### config.mk
export PLATFORM = sky130hd
export DESIGN_NAME = phase_status_majority_filter
export DESIGN_NICKNAME = d
export VERILOG_FILES = /design/src/hdl/psmf_pkg.sv /design/src/hdl/psmf_raw.sv /design/src/hdl/phase_status_majority_filter.sv
export SDC_FILE = /design/constraint.sdc
export NUM_CORES = 1
export LEC_CHECK = 0
export BUFFER_PORTS_ARGS = -buffer_cell sky130_fd_sc_hd__buf_2
export CORE_MARGIN = 3
export CORE_UTILIZATION = 35
export CTS_CLUSTER_DIAMETER = 30
export DETAILED_ROUTE_END_ITERATION = 6
export GPL_TIMING_DRIVEN = 0
export PLACE_DENSITY = 0.64
export SLEW_MARGIN = 20
export SYNTH_ARGS = -nofsm -noshare
export SYNTH_HDL_FRONTEND = slang
export SYNTH_SLANG_ARGS = --single-unit
### constraint.sdc
create_clock -name clk -period 4.2 [get_ports clk]
set_clock_uncertainty 0.05 [all_clocks]
set_input_delay 0 -clock clk [delete_from_list [all_inputs] [get_ports clk]]
set_output_delay 0 -clock clk [all_outputs]
set_load 0.005 [all_outputs]
### src/hdl/psmf_pkg.sv
package psmf_pkg;

    // Status word layout
    localparam int NBITS      = 12;
    localparam int BIT_EARTH  = 4;
    localparam int BIT_TEMP   = 5;
    localparam int BIT_UNK0   = 6;
    localparam int BIT_RIGHT  = 10;
    localparam int BIT_LEFT   = 11;
    localparam int NWIRES     = 4;

    localparam int CNT_W      = 4;

    typedef logic [NBITS-1:0] status_t;
    typedef logic [7:0]       presence_t;

    // Rotation codes
    localparam logic [1:0] ROT_RIGHT = 2'd1;
    localparam logic [1:0] ROT_LEFT  = 2'd2;

    // LED codes
    localparam logic [1:0] LED_LOST  = 2'd0;
    localparam logic [1:0] LED_RIGHT = 2'd1;
    localparam logic [1:0] LED_LEFT  = 2'd2;

    // Configuration register indexes
    typedef enum logic [1:0] {
        CFG_PRESENCE_LIMIT = 2'd0,
        CFG_TEMP_SET       = 2'd1,
        CFG_TEMP_CLEAR     = 2'd2,
        CFG_VOTE_THRESHOLD = 2'd3
    } cfg_index_t;

    // Reset values of the configuration registers
    localparam logic [7:0]        PRESENCE_LIMIT_RST = 8'd10;
    localparam logic signed [7:0] TEMP_SET_RST       = 8'sd60;
    localparam logic signed [7:0] TEMP_CLEAR_RST     = 8'sd57;
    localparam logic [3:0]        VOTE_THRESHOLD_RST = 4'd7;

    typedef struct packed {
        logic [7:0]        presence_limit;
        logic signed [7:0] temp_set;
        logic signed [7:0] temp_clear;
        logic [3:0]        vote_threshold;
    } cfg_t;

endpackage

### src/hdl/psmf_raw.sv
module psmf_raw (
    input  psmf_pkg::cfg_t      cfg,
    input  logic [7:0]          phase1_presence,
    input  logic [7:0]          phase2_presence,
    input  logic [7:0]          phase3_presence,
    input  logic [7:0]          neutral_presence,
    input  logic                earth_present,
    input  logic signed [7:0]   temp_degrees,
    input  logic [1:0]          rotation,
    input  logic                latch,
    output logic                latch_next,
    output psmf_pkg::status_t   raw
);
    import psmf_pkg::*;

    presence_t presence [NWIRES];
    logic      keep_latch;

    assign presence[0] = phase1_presence;
    assign presence[1] = phase2_presence;
    assign presence[2] = phase3_presence;
    assign presence[3] = neutral_presence;

    // Clear test comes first, then set test
    assign keep_latch = latch && !(temp_degrees < cfg.temp_clear);
    assign latch_next = (temp_degrees > cfg.temp_set) || keep_latch;

    // Build the raw status word
    always_comb
    begin
        raw = '0;
        for (int w = 0; w < NWIRES; w++)
        begin
            if (presence[w] < cfg.presence_limit)
            begin
                raw[w] = 1'b1;
                if (presence[w] != 8'd0)
                begin
                    raw[BIT_UNK0 + w] = 1'b1;
                end
            end
        end
        raw[BIT_EARTH] = !earth_present;
        raw[BIT_TEMP]  = latch_next;
        if (raw == '0)
        begin
            if (rotation == ROT_RIGHT)
            begin
                raw[BIT_RIGHT] = 1'b1;
            end
            else if (rotation == ROT_LEFT)
            begin
                raw[BIT_LEFT] = 1'b1;
            end
        end
    end

endmodule

### src/hdl/phase_status_majority_filter.sv
// Phase status majority filter.
// Input channel (in_valid / in_stall) carries one measurement tick: four
// presence counts, the earth flag, temperature and rotation. Output channel
// (out_valid / out_stall) returns one transaction per tick: the filtered
// 12-bit status word and the LED code. Configuration writes use cfg_valid /
// cfg_ready with cfg_index and cfg_data; cfg_ready is always high.
// A tick taken at an edge has its result in the output register from that
// edge on. Throughput is one tick per cycle unless the receiver stalls; the
// single combinational pass from the input ports to the result register
// (raw word, counter increment and majority compare) sets that figure.
// When the receiver stalls, the result register holds and in_stall rises,
// so no new tick is taken until the pending result is delivered; a result
// taken in the same cycle frees the register for the next tick.
// Reset clears the configuration to defaults, the counters, the window
// position and the over-temperature latch, and restarts the first window,
// during which raw status words are passed through unfiltered.
module phase_status_majority_filter #(
    parameter int WINDOW = 14
) (
    input  logic                clk,
    input  logic                rst_n,
    input  logic                in_valid,
    output logic                in_stall,
    input  logic [7:0]          phase1_presence,
    input  logic [7:0]          phase2_presence,
    input  logic [7:0]          phase3_presence,
    input  logic [7:0]          neutral_presence,
    input  logic                earth_present,
    input  logic signed [7:0]   temp_degrees,
    input  logic [1:0]          rotation,
    output logic                out_valid,
    input  logic                out_stall,
    output logic [11:0]         status_word,
    output logic [1:0]          led_state,
    input  logic                cfg_valid,
    output logic                cfg_ready,
    input  psmf_pkg::cfg_index_t cfg_index,
    input  logic [7:0]          cfg_data
);
    import psmf_pkg::*;

    localparam int POS_W = $clog2(WINDOW + 1);

    cfg_t                cfg_reg;
    logic                latch_reg;
    logic                latch_next;
    logic [CNT_W-1:0]    cnt_reg  [NBITS];
    logic [CNT_W-1:0]    cnt_next [NBITS];
    logic [POS_W-1:0]    pos_reg;
    logic [POS_W-1:0]    pos_inc;
    logic                first_reg;
    logic                first_next;
    status_t             filtered_reg;
    status_t             filtered_next;
    status_t             raw;
    status_t             vote;
    logic                window_end;
    logic                accept;
    logic                out_valid_reg;
    logic                out_valid_next;
    status_t             status_reg;
    logic [1:0]          led_reg;
    logic [1:0]          led_next;

    // Handshake
    assign cfg_ready = 1'b1;
    assign in_stall  = out_valid_reg && out_stall;
    assign accept    = in_valid && !in_stall;
    assign out_valid = out_valid_reg;
    assign status_word = status_reg;
    assign led_state   = led_reg;
    assign out_valid_next = accept || (out_valid_reg && out_stall);

    psmf_raw u_raw (
        .cfg              (cfg_reg),
        .phase1_presence  (phase1_presence),
        .phase2_presence  (phase2_presence),
        .phase3_presence  (phase3_presence),
        .neutral_presence (neutral_presence),
        .earth_present    (earth_present),
        .temp_degrees     (temp_degrees),
        .rotation         (rotation),
        .latch            (latch_reg),
        .latch_next       (latch_next),
        .raw              (raw)
    );

    // Advance the window position
    assign pos_inc    = pos_reg + POS_W'(1);
    assign window_end = (pos_inc >= POS_W'(WINDOW));

    // Count raw bits and vote at the window end
    always_comb
    begin
        vote = '0;
        for (int i = 0; i < NBITS; i++)
        begin
            cnt_next[i] = cnt_reg[i] + CNT_W'(raw[i]);
        end
        for (int i = 0; i < BIT_RIGHT; i++)
        begin
            vote[i] = (cnt_next[i] > cfg_reg.vote_threshold);
        end
        if (vote == '0)
        begin
            if (cnt_next[BIT_RIGHT] >= cnt_next[BIT_LEFT])
            begin
                vote[BIT_RIGHT] = 1'b1;
            end
            else
            begin
                vote[BIT_LEFT] = 1'b1;
            end
        end
    end

    // Select the reported word
    always_comb
    begin
        first_next    = first_reg && !window_end;
        filtered_next = window_end ? vote : filtered_reg;
        if (first_next)
        begin
            filtered_next = raw;
        end
        if (filtered_next[BIT_RIGHT])
        begin
            led_next = LED_RIGHT;
        end
        else if (filtered_next[BIT_LEFT])
        begin
            led_next = LED_LEFT;
        end
        else
        begin
            led_next = LED_LOST;
        end
    end

    // Hold configuration and filter state
    always_ff @(posedge clk or negedge rst_n)
    begin
        if (!rst_n)
        begin
            cfg_reg.presence_limit <= PRESENCE_LIMIT_RST;
            cfg_reg.temp_set       <= TEMP_SET_RST;
            cfg_reg.temp_clear     <= TEMP_CLEAR_RST;
            cfg_reg.vote_threshold <= VOTE_THRESHOLD_RST;
            latch_reg     <= 1'b0;
            pos_reg       <= '0;
            first_reg     <= 1'b1;
            filtered_reg  <= '0;
            out_valid_reg <= 1'b0;
            for (int i = 0; i < NBITS; i++)
            begin
                cnt_reg[i] <= '0;
            end
        end
        else
        begin
            if (cfg_valid && cfg_ready)
            begin
                case (cfg_index)
                    CFG_PRESENCE_LIMIT: cfg_reg.presence_limit <= cfg_data;
                    CFG_TEMP_SET:       cfg_reg.temp_set       <= cfg_data;
                    CFG_TEMP_CLEAR:     cfg_reg.temp_clear     <= cfg_data;
                    CFG_VOTE_THRESHOLD: cfg_reg.vote_threshold <= cfg_data[3:0];
                    default:            ;
                endcase
            end
            out_valid_reg <= out_valid_next;
            if (accept)
            begin
                latch_reg    <= latch_next;
                pos_reg      <= window_end ? '0 : pos_inc;
                first_reg    <= first_next;
                filtered_reg <= filtered_next;
                for (int i = 0; i < NBITS; i++)
                begin
                    cnt_reg[i] <= window_end ? '0 : cnt_next[i];
                end
            end
        end
    end

    // Load the result register
    always_ff @(posedge clk)
    begin
        if (accept)
        begin
            status_reg <= filtered_next;
            led_reg    <= led_next;
        end
    end

    // A stall toward the sender only comes from a pending result
    a_stall_pending: assert property (@(posedge clk) disable iff (!rst_n)
        in_stall |-> out_valid_reg)
        else $error("in_stall without a pending result");

    // Every accepted tick produces a result
    a_accept_result: assert property (@(posedge clk) disable iff (!rst_n)
        accept |=> out_valid_reg)
        else $error("accepted tick produced no result");

    // Window position stays inside the window
    a_pos_range: assert property (@(posedge clk) disable iff (!rst_n)
        pos_reg < POS_W'(WINDOW))
        else $error("window position out of range");

    // Direction bits never appear together with error bits
    a_dir_exclusive: assert property (@(posedge clk) disable iff (!rst_n)
        out_valid_reg && (status_reg[BIT_RIGHT-1:0] != '0)
            |-> (status_reg[BIT_LEFT:BIT_RIGHT] == 2'b00))
        else $error("direction bit set with an error bit");

    // LED code follows the status word
    a_led_match: assert property (@(posedge clk) disable iff (!rst_n)
        out_valid_reg |-> ((led_reg == LED_RIGHT) == status_reg[BIT_RIGHT]))
        else $error("led_state disagrees with status_word");

endmodule

==> flow_summary.toml, run 1 <==
[floorplanning]
io_pins = 75
core-area_um2 = 20430
rows = 52
die_y_um = 150.8
dieArea_um2 = 22740
fp.dieW_um = 150.8
start_util_pct = 35.91

[route]
vias_per_cell = 5.133
routedWlPerCell_um = 16.09
dr.pass1.iters = 5
drt_iter0_markers = 277
drc = 0
ant_nets = 0
wl_um = 18180
dr_total_vias = 5800

[final_layout]
fillCellCount = 1950
final_nets = 1024
fin_cells = 1130
fin_util_pct = 43.53
drive_gt1_share_pct = 24.19
layout_commonest_cell = "nand2_1"
largest_register_ffs = 48
area_delta_synth_final_pct = 21.20
antennaDiodeCount = 0
most-common-layout-cells = "nand2_1 (113), ha_1 (99), dfrtp_1 (81)"

[clocking]
clkTransAtPathRegs_ps = 70
cts_sinks = 109
cts_buffers = 9
tritoncts = "yes"
htreeDepth = 3
clk_latency_ps = 370
cts_root_buf = "clkbuf_16"
cts_buffer_depth = 2

[synth]
async_flop_share_pct = 87.16
yosysTopAreaCell = "dfrtp_1"
syn_area_per_cell_um2 = 9.888
synthTopCellsByArea = "dfrtp_1 (28%), ha_1 (19%), nand2_1 (5.8%), edfxtp_1 (5.7%), dfstp_2 (5.0%)"
syn-cell-area_um2 = 7337
yosys_warnings = 0
ys_seq_area_share_pct = 38.37
synth-seq-cells = 109
ys_types = 65
ys.flop_type = "dfrtp_1"
synth-edff-count = 14
syn_inst = 742
syn_nets = 911
synth_top_cell_area_share_pct = 27.63

[sta]
setup_viol = 0
final.min_clock_period_ps = 4069
slew_headroom_pct = 50.16
hold_viol_final = 0
finalCritPeriodShare_pct = 96.89
max_clock_freq_mhz = 245.7
tightest_slew_ps = 747.6
slew_viol_final = 0

[min_path]
hold_path.class = "primary input to register"

[setup_path]
crit_slowest_cell = "dfstp_2"
crit_path_cell_trace = "inv_4 > ha_1 > a2111o_1 > a311oi_4 > buf_12 > a21boi_4 > ha_2 > nand3_1 > xnor2_2 > ha_4 > a21oi_2 > o21ai_2 > a21oi_1 > nand4_1 > o21a_1 > a211oi_2"
cp.required_ps = 4360
critPathKind = "register to register"
start_kind = "register"
slowest_delay_ps = 550
crit_arrival_ps = 4230
worstSetupEndpointType = "register"
path_max_fanout = 5

[place]
dpl.hpwl_um = 13440
place.gp.congestion = 0.8091
dpl.cell_count = 1086
portBuffers = 73

[global_route]
grt_pass1_wl_um = 28540
grt_pass1_vias = 5596
grt_antenna_before_repair = 0
grt_start_max_net_pins = 55
gr-total-overflow = 0
grt.total_usage_pct = 15.99

[power]
peakVddDrop_mv = 0.2829
power_per_cell_area_nw_per_um2 = 589.6
leakagePower_nw = 4.059
finalPower_mw = 5.243

[run]
maxCapViolCount = 0

[outcome]
status = "finished clean"
==> critical path, delay by kind of cell, from the launching register on <==
kind	cells	cell delay, ps
AND/OR/NAND/NOR	2	300
buffers and inverters	2	210
adder cells (fa/ha/maj)	3	710
AO/OA/AOI/OAI	8	1820
XOR/XNOR	1	260
flip-flops	1	550
==> layer usage <==
layer,routed length [um],share of wire [%],vias to the layer above,GRT usage [%]
li1,-,-,2883,-
met1,8736,48,2796,22.18
met5,0,0,-,0
met3,796,4.4,21,3.291
met4,208,1.1,0,2.992
met2,8437,46,100,26.12
==> stage by stage <==
stage          setup TNS, ps  instance area, um2  setup slack [ps]  hold WS, ps
6_report                   0                8892             130.7        71.50
5_1_grt               -48.78                8892            -48.78        80.96
4_1_cts                    0                8598             2.130        64.84
3_5_place_dp           -1142                8074            -273.3       -55.29
3_3_place_gp           -1173                8040            -315.4        154.7
2_1_floorplan              0                7337             426.2       -345.6
==> synthesized netlist by cell type (all sizes together), types with 2 or more instances <==
| library cell | number |
|---|---|
| a2111o | 2 |
| a2111oi | 4 |
| a211oi | 6 |
| a21boi | 5 |
| a21o | 6 |
| a21oi | 43 |
| a31oi | 4 |
| a41o | 2 |
| and2 | 3 |
| and4 | 9 |
| buf | 4 |
| clkbuf | 20 |
| dfrtp | 81 |
| dfstp | 14 |
| edfxtp | 14 |
| ha | 111 |
| inv | 54 |
| mux2 | 30 |
| mux2i | 4 |
| nand2 | 113 |
| nand2b | 9 |
| nand3 | 18 |
| nand3b | 2 |
| nand4 | 8 |
| nor2 | 16 |
| nor2b | 14 |
| nor3 | 4 |
| nor3b | 2 |
| nor4 | 8 |
| o211ai | 9 |
| o21a | 2 |
| o21ai | 62 |
| o31ai | 15 |
| or3 | 2 |
| or4 | 2 |
| xnor2 | 15 |
| xor2 | 12 |
==> final cells by class <==
type / count / area, um2 / share of cell area, %
multi-input cells: 555 / 4453 / 50.08
flip-flops and latches: 109 / 2815 / 31.66
repair buffers: 102 / 661.9 / 7.443
well taps: 270 / 337.8 / 3.799
clock buffers: 11 / 242.7 / 2.730
inverters: 54 / 205.2 / 2.308
plain buffers: 24 / 117.6 / 1.323
clock inverters: 5 / 58.81 / 0.6613
==> power by group <==
part | switching (mW) | internal (mW)
combinational | 1.46 | 1.16
clock | 0.415 | 0.482
sequential | 0.243 | 1.48
==> cell families after synthesis <==
logic type      share of synthesized area (%)
compound gates                          15.07
xor+xnor                                3.223
fa+ha+maj                               18.93
buf+inv                                 4.348
flops                                   38.37
mux                                     5.150
other cells                           0.05111
simple gates                            14.85
==> final timing paths <==
path	startpoint	to	slack, ps	depth (start not counted)
hold reg to reg	cnt_reg[32]	cnt_reg[32]	440	2
setup / recovery	cfg_reg[21]	led_state[1]	130	16
hold / removal	cfg_index[0]	cfg_reg[20]	70	3
min in group asynchronous	rst_n	cfg_reg[12]	110	2
setup reg to reg	cfg_reg[21]	led_state[1]	130	16
max in group asynchronous	rst_n	cnt_reg[46]	3370	3
==> what timing repair did <==
action / 4_1_cts / 5_1_grt
buffers inserted: 3 / 9
hold buffers: 16 / 0
hold endpoints to repair: 124 / 0
endpoints found under the setup margin: 6 / 6
gates resized for setup: 4 / 41
pin swaps: 3 / 23
Note: power is estimated with default switching activity, not from simulation.
==> run 2: changes to the inputs <==
--- a/config.mk
+++ b/config.mk
@@ -15,4 +15,5 @@
 export SLEW_MARGIN = 20
 export SYNTH_ARGS = -nofsm -noshare
 export SYNTH_HDL_FRONTEND = slang
+export SYNTH_HIERARCHICAL = 1
 export SYNTH_SLANG_ARGS = --single-unit
==> flow_summary.toml, run 2 <==
[setup_path]
critPathKind = "register to register"
path_max_fanout = 4
crit_arrival_ps = 4220
cp.required_ps = 4320
start_kind = "register"
worstSetupEndpointType = "register"

[route]
ant_nets = 0
wl_um = 17270
drt_iter0_markers = 247
drc = 0
routedWlPerCell_um = 15.99
dr.pass1.iters = 4
dr_total_vias = 5519
vias_per_cell = 5.110

[place]
place.gp.congestion = 0.8435
place_area_um2 = 7926
dpl.cell_count = 1050
portBuffers = 73
dpl.hpwl_um = 13010
dp_slack_ps = -472.0

[final_layout]
most-common-layout-cells = "ha_1 (111), nand2_1 (100), dfrtp_1 (81)"
final_nets = 981
fin_cells = 1080
area_delta_synth_final_pct = 18.21
drive_gt1_share_pct = 22.58
layout_commonest_cell = "ha_1"
antennaDiodeCount = 0
largest_register_ffs = 48
fin_area_um2 = 8504

[global_route]
gr-total-overflow = 0
grt_antenna_before_repair = 0
grt_pass1_vias = 5613
grt_pass1_wl_um = 28610
grt.total_usage_pct = 15.96
grt_start_max_net_pins = 70

[clocking]
cts_root_buf = "clkbuf_16"
cts_buffers = 9
cts_buffer_depth = 2
tritoncts = "yes"
cts_sinks = 109
clk_latency_ps = 350
htreeDepth = 3
clkTransAtPathRegs_ps = 80

[synth]
async_flop_share_pct = 87.16
syn-cell-area_um2 = 7194
synth_top_family_by_area = "adder cells"
ys.flop_type = "dfrtp_1"
synth_commonest_cells = "ha_1 (113), nand2_1 (100), dfrtp_1 (81), o21ai_0 (52), inv_1 (48)"
synth_mux_area_share_pct = 7.774
syn_area_per_cell_um2 = 10.12
syn_inst = 711
synth-seq-cells = 109
yosys_warnings = 6
synth_fa_ha_area_share_pct = 19.65
ys_types = 55
synth_xor_area_share_pct = 2.922
yosysTopAreaCell = "dfrtp_1"
synthSimpleGateAreaFrac_pct = 12.92
yosysMostFrequentCell = "ha_1"
synth_top_cell_area_share_pct = 28.17
synth-edff-count = 14
synth_compound_area_share_pct = 13.43
synthTopCellsByArea = "dfrtp_1 (28%), ha_1 (20%), mux2_2 (6.1%), edfxtp_1 (5.8%), nand2_1 (5.2%)"
syn_nets = 882
ys_seq_area_share_pct = 39.13

[power]
peakVddDrop_mv = 0.2317
leakagePower_nw = 3.997
finalPower_mw = 4.711
power_per_cell_area_nw_per_um2 = 554.0

[outcome]
status = "finished clean"

[sta]
hold_viol_final = 0
fin_ws_ps = 100.2
finalCritPeriodShare_pct = 97.61
slew_headroom_pct = 52.62
whs_ps = 29.22
slew_viol_final = 0
setup_viol = 0
final.min_clock_period_ps = 4100
tightest_slew_ps = 707.7
max_clock_freq_mhz = 243.9

[floorplanning]
io_pins = 75
start_util_pct = 36.25
die_y_um = 149.4
fp.dieW_um = 149.4
dieArea_um2 = 22310
core-area_um2 = 19850
rows = 51

[min_path]
hold_path.class = "primary input to async pin"

[run]
maxCapViolCount = 0
run 2: cell count changes after synthesis, sizes merged, moves of 8 or more:
cell   previous run  this run
mux2i             4        12
a21oi            43        30
o21ai            62        54
nand2           113       100
mux2             30        39
run 2: layer usage:
metal / wire length, um / vias up / GRT usage, % / share of wire, %
met5: 0 / - / 0 / 0
met4: 364 / 0 / 5.217 / 2.1
met3: 689 / 23 / 1.671 / 4.0
met2: 8143 / 104 / 26.63 / 47
met1: 8067 / 2632 / 21.77 / 47
li1: - / 2760 / - / -
run 2: what timing repair did:
item / CTS / global route
pin swaps: 2 / 8
setup endpoints to repair: 9 / 8
buffers inserted: 2 / 1
hold buffers: 11 / 0
endpoints found under the hold margin: 113 / 0
resized for setup: 14 / 14
run 2: path summary, 6_finish.rpt:
kind	startpoint	to	slack (ps)	cells past startpoint
worst max-delay path	cfg_reg[21]	status_word[11]	100	14
min in group clk	cfg_index[1]	cfg_reg[25]	100	3
worst min-delay path	rst_n	cnt_reg[13]	30	2
worst max register to register	cfg_reg[21]	status_word[11]	100	14
max in group asynchronous	rst_n	first_reg	3390	3
worst min register to register	cnt_reg[40]	cnt_reg[40]	440	2
run 2: layout make-up:
class | count | area (um2)
fillers | 1908 | 11340
multi-input cells | 529 | 4225
flip-flops and latches | 109 | 2815
repair buffers | 88 | 531.8
well taps | 265 | 331.6
clock buffers | 12 | 246.5
inverters | 49 | 183.9
plain buffers | 24 | 113.9
clock inverters | 4 | 56.30
run 2: stage by stage:
step | TNS (ps) | util (%)
3_3_place_gp | -2716 | 39.76
5_1_grt | -0.2021 | 42.85
3_5_place_dp | -2767 | 39.94
4_1_cts | 0 | 42.46
6_report | 0 | 42.85
2_1_floorplan | 0 | -
run 2: logic make-up (layout without fill, tap and decap cells):
kind of cell,Yosys count,in the layout
multiplexers,51,51
AND/OR/NAND/NOR,190,190
other,1,1
AO/OA/AOI/OAI,150,150
XOR/XNOR,24,24
buffers and inverters,73,177
flip-flops,109,109
adder cells (fa/ha/maj),113,113
run 2: power by group:
| group | total (mW) | switching [mW] | internal, mW |
|---|---|---|---|
| sequential | 1.62 | 0.202 | 1.42 |
| combinational | 2.21 | 1.27 | 0.932 |
| clock | 0.882 | 0.398 | 0.484 |
| total | 4.71 | 1.87 | 2.84 |
run 2: worst max-delay path, cell delays in order (launching register included):
cell	delay, ps
dfstp_2	530
inv_1	110
ha_1	290
a2111oi_1	440
o31ai_2	140
a21oi_2	280
ha_1	260
ha_1	250
ha_1	290
nor2b_1	130
o211ai_1	150
a21oi_1	170
nor4_2	410
nand4_1	240
o21ai_0	170
